### src/rtl/rtd_pkg.sv
package rtd_pkg;

  localparam int unsigned SampleW = 12;
  localparam int unsigned RefW    = 24;
  localparam int unsigned NomW    = 20;
  localparam int unsigned TempW   = 17;
  localparam int unsigned StatW   = 2;

  // Status codes of a result item.
  localparam logic [StatW-1:0] StOk   = 2'd0;
  localparam logic [StatW-1:0] StVolt = 2'd1;
  localparam logic [StatW-1:0] StRes  = 2'd2;
  localparam logic [StatW-1:0] StTemp = 2'd3;

  // Configuration register indexes.
  localparam logic CfgRef = 1'b0;
  localparam logic CfgNom = 1'b1;

  // Callendar-Van Dusen constants, scaled to integers.
  localparam logic [63:0] DiscA2 = 64'd1527480889;
  localparam logic [31:0] Disc4B = 32'd231000000;
  localparam logic [31:0] CoefA  = 32'd39083;
  localparam logic [31:0] Den2B  = 32'd1155;

  // Reciprocal of 1155: for any dividend below 2^26,
  // floor(m / 1155) == (m * Den2BRecip) >> RecipShift.
  localparam logic [26:0] Den2BRecip = 27'd118994765;
  localparam int unsigned RecipShift = 37;

  // Averaged reading handed from the front part to the back part.
  typedef logic [SampleW-1:0] avg_t;

  typedef struct packed {
    logic signed [TempW-1:0] temp_centi;
    logic [StatW-1:0]        status;
  } result_t;

endpackage

### src/rtl/rtd_front.sv
module rtd_front #(
  parameter int unsigned SamplesPerReading = 16
) (
  input  logic                        clk_i,
  input  logic                        rst_ni,
  input  logic                        in_valid_i,
  output logic                        in_ready_o,
  input  logic [rtd_pkg::SampleW-1:0] sample_i,
  input  logic                        sample_ok_i,
  output logic                        avg_valid_o,
  input  logic                        avg_ready_i,
  output rtd_pkg::avg_t               avg_o
);

  localparam int unsigned CntW = (SamplesPerReading > 1) ? $clog2(SamplesPerReading) : 1;
  localparam int unsigned SumW = rtd_pkg::SampleW + $clog2(SamplesPerReading + 1);
  localparam int unsigned QDepth = 2;

  logic [CntW-1:0] cnt_q, cnt_d;
  logic [SumW-1:0] sum_q, sum_d, sum_new;
  rtd_pkg::avg_t   fifo_q [QDepth];
  logic [1:0]      fill_q, fill_d;
  logic            wr_ptr_q, rd_ptr_q;
  logic            push, pop, last;

  assign in_ready_o  = (fill_q != 2'(QDepth));
  assign avg_valid_o = (fill_q != 2'd0);
  assign avg_o       = fifo_q[rd_ptr_q];
  assign pop         = avg_valid_o && avg_ready_i;

  assign sum_new = sum_q + (sample_ok_i ? SumW'(sample_i) : '0);
  assign last    = (32'(cnt_q) == SamplesPerReading - 1);
  assign push    = in_valid_i && in_ready_o && last;

  always_comb begin
    cnt_d = cnt_q;
    sum_d = sum_q;
    if (in_valid_i && in_ready_o) begin
      if (last) begin
        cnt_d = '0;
        sum_d = '0;
      end else begin
        cnt_d = cnt_q + 1'b1;
        sum_d = sum_new;
      end
    end
    fill_d = fill_q + {1'b0, push} - {1'b0, pop};
  end

  always_ff @(posedge clk_i or negedge rst_ni) begin
    if (!rst_ni) begin
      cnt_q    <= '0;
      sum_q    <= '0;
      fill_q   <= '0;
      wr_ptr_q <= 1'b0;
      rd_ptr_q <= 1'b0;
    end else begin
      cnt_q  <= cnt_d;
      sum_q  <= sum_d;
      fill_q <= fill_d;
      if (push) wr_ptr_q <= ~wr_ptr_q;
      if (pop)  rd_ptr_q <= ~rd_ptr_q;
    end
  end

  always_ff @(posedge clk_i) begin
    if (push) fifo_q[wr_ptr_q] <= rtd_pkg::SampleW'(sum_new / SamplesPerReading);
  end

endmodule

### config.mk
export PLATFORM = sky130hd
export DESIGN_NAME = rtd_front
export DESIGN_NICKNAME = d
export VERILOG_FILES = /design/src/rtl/rtd_pkg.sv /design/src/rtl/rtd_front.sv
export SDC_FILE = /design/constraint.sdc
export NUM_CORES = 1
export LEC_CHECK = 0
export BUFFER_PORTS_ARGS = -buffer_cell sky130_fd_sc_hd__clkbuf_2
export CAP_MARGIN = 30
export CORE_ASPECT_RATIO = 1.2
export CORE_MARGIN = 4
export CORE_UTILIZATION = 58
export CTS_CLUSTER_SIZE = 28
export DETAILED_ROUTE_END_ITERATION = 8
export GPL_TIMING_DRIVEN = 0
export PLACE_DENSITY = 0.78
export RECOVER_POWER = 25
export SLEW_MARGIN = 25
export SYNTH_ARGS = -nofsm -noshare
export SYNTH_HDL_FRONTEND = slang
export SYNTH_SLANG_ARGS = --single-unit
### constraint.sdc
create_clock -name clk_i -period 2.3 [get_ports clk_i]
set_input_delay 0.23 -clock clk_i [delete_from_list [all_inputs] [get_ports clk_i]]
set_output_delay 0.23 -clock clk_i [all_outputs]
set_load 0.05 [all_outputs]
==> flow_summary.json <==
{
  "floorplan.rows": 26,
  "min_period_over_period": 0.9271,
  "grt_residual_overflow": 0,
  "synth_cell_types": 47,
  "holdPathStages": 3,
  "die_height_um": 82.64,
  "drt-wirelength-per-cell_um": 15.17,
  "finalClockSkew_ns": 0.006569,
  "postCtsSetupRepairBufs": 0,
  "seqCellArea_mm2": 0.001321,
  "max-clock-path-buffers": 2,
  "number_of_enable_type_register_cells_in_the_synthesized_netlist": 24,
  "first_global_vias": 1887,
  "nets": 309,
  "synth_nets": 272,
  "ios": 31,
  "async_sr_flop_fraction": 0.5000,
  "post_synthesis_adder_cell_area_fraction": 0.07714,
  "period_needed_ns": 2.132,
  "setup_repair_after_global_routing_missed_its_margin": "false",
  "grt_start_max_net_pins": 25,
  "finalHoldViolCount": 0,
  "timing.critical_path.slowest_cell_delay_ns": 0.39,
  "internal-power_mw": 2.200,
  "sw_frac_of_total": 0.4145,
  "result_of_the_run": "completed",
  "totalWireLength_um": 5052,
  "htree_levels": 2,
  "clock_buffer_count_from_cts": 5,
  "synth_top_family_by_area": "compound AO/OA/AOI/OAI gates",
  "ys_seq_area_frac": 0.4907,
  "clock_tree.root_cell": "sky130_fd_sc_hd__clkbuf_8",
  "fill_cells": 347,
  "maxSlewViolCount": 0,
  "critPathKind": "reg -> reg",
  "grt_use_met3": 0.02542,
  "critPathBufInv": 0,
  "gr-max-usage-layer": "met2",
  "worst-slew-pin-transition_ns": 1.362,
  "cp.required_ns": 2.48,
  "num_vias": 1900,
  "postSynthRegisterBits": 48,
  "met1_usage": 0.2525,
  "synth.yosys.warnings": 0,
  "synth_compound_area_frac": 0.1571,
  "worst_path_dominant_cell_family": "compound AO/OA/AOI/OAI gates",
  "fin_setup_tns_ns": 0,
  "cp_data_arrival_time_ns": 2.31,
  "power.density_mw_per_mm2": 1241,
  "maxCapViolations": 0,
  "detail_route.first_pass.iterations": 5,
  "drt-vias-per-instance": 5.706,
  "power.switching_mw": 1.558,
  "grt_resource_usage_total": 0.1925,
  "route.detailed.drc": 0,
  "worstSetupPathDepth": 6,
  "clk_pin_slew_ns": 0.08,
  "place_hpwl_um": 3751,
  "post_route_cells_drive_above_1_share": 0.2202,
  "clock_insertion_delay_worst_skew_ns": 0.29,
  "cts_sinks": 48,
  "critical_path_peak_fanout": 6,
  "power.share.sequential": 0.364,
  "cts_tree": "yes",
  "min-delay-path-class": "in -> reg",
  "synthesis.area_per_instance_um2": 11.27,
  "setup-violations-final": 0,
  "grt_util_met2": 0.3355,
  "floorplan.initialDensity": 0.6177,
  "worst_slack_ns": 0.1676,
  "area_growth_pct": 12.50,
  "routabilityCongestion": 0.8177,
  "final_cell_mix": "sky130_fd_sc_hd__clkbuf_2, sky130_fd_sc_hd__nand2_1, sky130_fd_sc_hd__dfrtp_1, sky130_fd_sc_hd__edfxtp_1, sky130_fd_sc_hd__ha_1",
  "start_kind": "register",
  "num_antenna_cells": 0,
  "crit_path_top_delay_cell": "sky130_fd_sc_hd__dfrtp_1",
  "worst_reg2reg_path_depth": 6,
  "worst_setup_path_end_kind": "register",
  "fp.dieArea_mm2": 0.005801,
  "max-vdd-ir-drop_uv": 556.0,
  "synth_top_flop_cell": "sky130_fd_sc_hd__edfxtp_1",
  "multi_input_area_mm2": 0.001300,
  "maxClockFrequency_ghz": 0.4690,
  "antenna_left": 0,
  "simple_gate_share_of_the_synthesized_area": 0.1343,
  "first_iter_violations": 102,
  "max_slew_margin": 0.09215,
  "post_synth_design_cell_area_mm2": 0.002693,
  "layout.cells.most_common": "sky130_fd_sc_hd__clkbuf_2",
  "worst_setup_slack_post_dpl_ns": -0.3159,
  "mux_share_of_post_synthesis_cell_area": 0.05390,
  "grt_antenna_before_repair": 0,
  "comb_power_share": 0.477,
  "power_leakage_nw": 1.327,
  "placeableCoreArea_mm2": 0.004359,
  "cp_cell_sequence": "ha_1 > a21o_1 > a41oi_2 > nand3_2 > o21a_1 > a221o_1",
  "power_frac_clock": 0.158,
  "die_w_um": 70.20,
  "yosys.area_share.xor_xnor": 0.05855,
  "io_buffers": 30,
  "post_synth_inst_count": 239,
  "global_route_wire_length_before_repair_um": 8756
}
==> through the flow <==
stage / utilization / area, um2 / cells / hold WS (ns) / total power, mW
2_1_floorplan: - / 2695 / 239 / -0.06559 / 2.786
3_3_place_gp: 0.6688 / 2915 / 325 / 0.2763 / 3.121
3_5_place_dp: 0.6688 / 2915 / 325 / 0.2781 / 3.179
4_1_cts: 0.6949 / 3029 / 333 / 0.2918 / 3.776
5_1_grt: 0.6949 / 3029 / 333 / 0.3153 / 4.040
6_report: 0.6949 / 3029 / 333 / 0.2859 / 3.758
==> sequential cells by signal, summed over array words and instances (netlist names) <==
name,cells
fill_q,2
rd_ptr_q,1
sum_q,16
wr_ptr_q,1
cnt_q,4
fifo_q,24
==> logic make-up after synthesis <==
logic type | count (synthesis)
xor+xnor | 18
simple gates | 69
mux | 13
compound gates | 58
fa+ha+maj | 16
buf+inv | 17
flops | 48
==> power groups by stage <==
stage                     Clock, mW  Sequential (mW)  Combinational (mW)
after floorplan                   0             1.34                1.44
after global placement            0             1.38                1.74
after detailed placement          0             1.39                1.79
after CTS                     0.602             1.37                1.80
after global routing          0.641             1.40                2.00
final                         0.594             1.37                1.79
==> Yosys cell counts, drive strengths merged (2+ instances only) <==
master,n,share of area
o21a,2,0.0056
o2111ai,4,0.013
xor2,9,0.029
nand2b,3,0.0070
and4,2,0.0065
a21o,7,0.020
and2,14,0.033
buf,6,0.013
nand4,2,0.0046
and3,5,0.013
a21oi,9,0.017
o211ai,3,0.010
mux2,12,0.050
o21ai,12,0.022
nand3,6,0.013
or2,2,0.0046
xnor2,9,0.029
nand2,24,0.033
a31oi,3,0.0070
clkbuf,5,0.0070
nor3,2,0.0056
dfrtp,24,0.22
ha,15,0.070
inv,6,0.0084
edfxtp,24,0.27
a221o,3,0.011
a22o,6,0.020
nor2,8,0.011
==> area by class of cell <==
type | instances | area share
sequential | 48 | 0.4362
multi-input combinational | 174 | 0.4292
timing repair buffer | 31 | 0.05204
clock buffer | 6 | 0.02396
tap | 56 | 0.02313
buffer | 10 | 0.01652
clock inverter | 2 | 0.01157
inverter | 6 | 0.007435
==> path summary, 6_finish.rpt <==
path / from / end / slack (ns)
setup / recovery: sum_q[4] / sum_q[14] / 0.17
hold / removal: avg_ready_i / rd_ptr_q / 0.29
setup reg to reg: sum_q[4] / sum_q[14] / 0.17
hold reg to reg: fill_q[1] / fill_q[1] / 0.50
max in group asynchronous: rst_ni / fill_q[1] / 0.74
min in group asynchronous: rst_ni / sum_q[4] / 0.76
==> worst reg2reg max path, delay by kind of cell, from the launching register on <==
family | cells | cell delay, ns
compound gates | 4 | 1.07
flops | 1 | 0.39
fa+ha+maj | 1 | 0.38
simple gates | 1 | 0.19
==> per-layer routing <==
layer  vias up  wire, um
met5         -         0
met4         0        63
met3         6       224
met2        41      2483
met1       898      2281
li1        955         -
==> what timing repair did <==
| item | in CTS | in global routing |
|---|---|---|
| gates resized for setup | 0 | 1 |
| hold buffers | 1 | 0 |
| hold endpoints to repair | 24 | 0 |
| endpoints found under the setup margin | 2 | 2 |
Note: power is estimated with default switching activity, not from simulation.
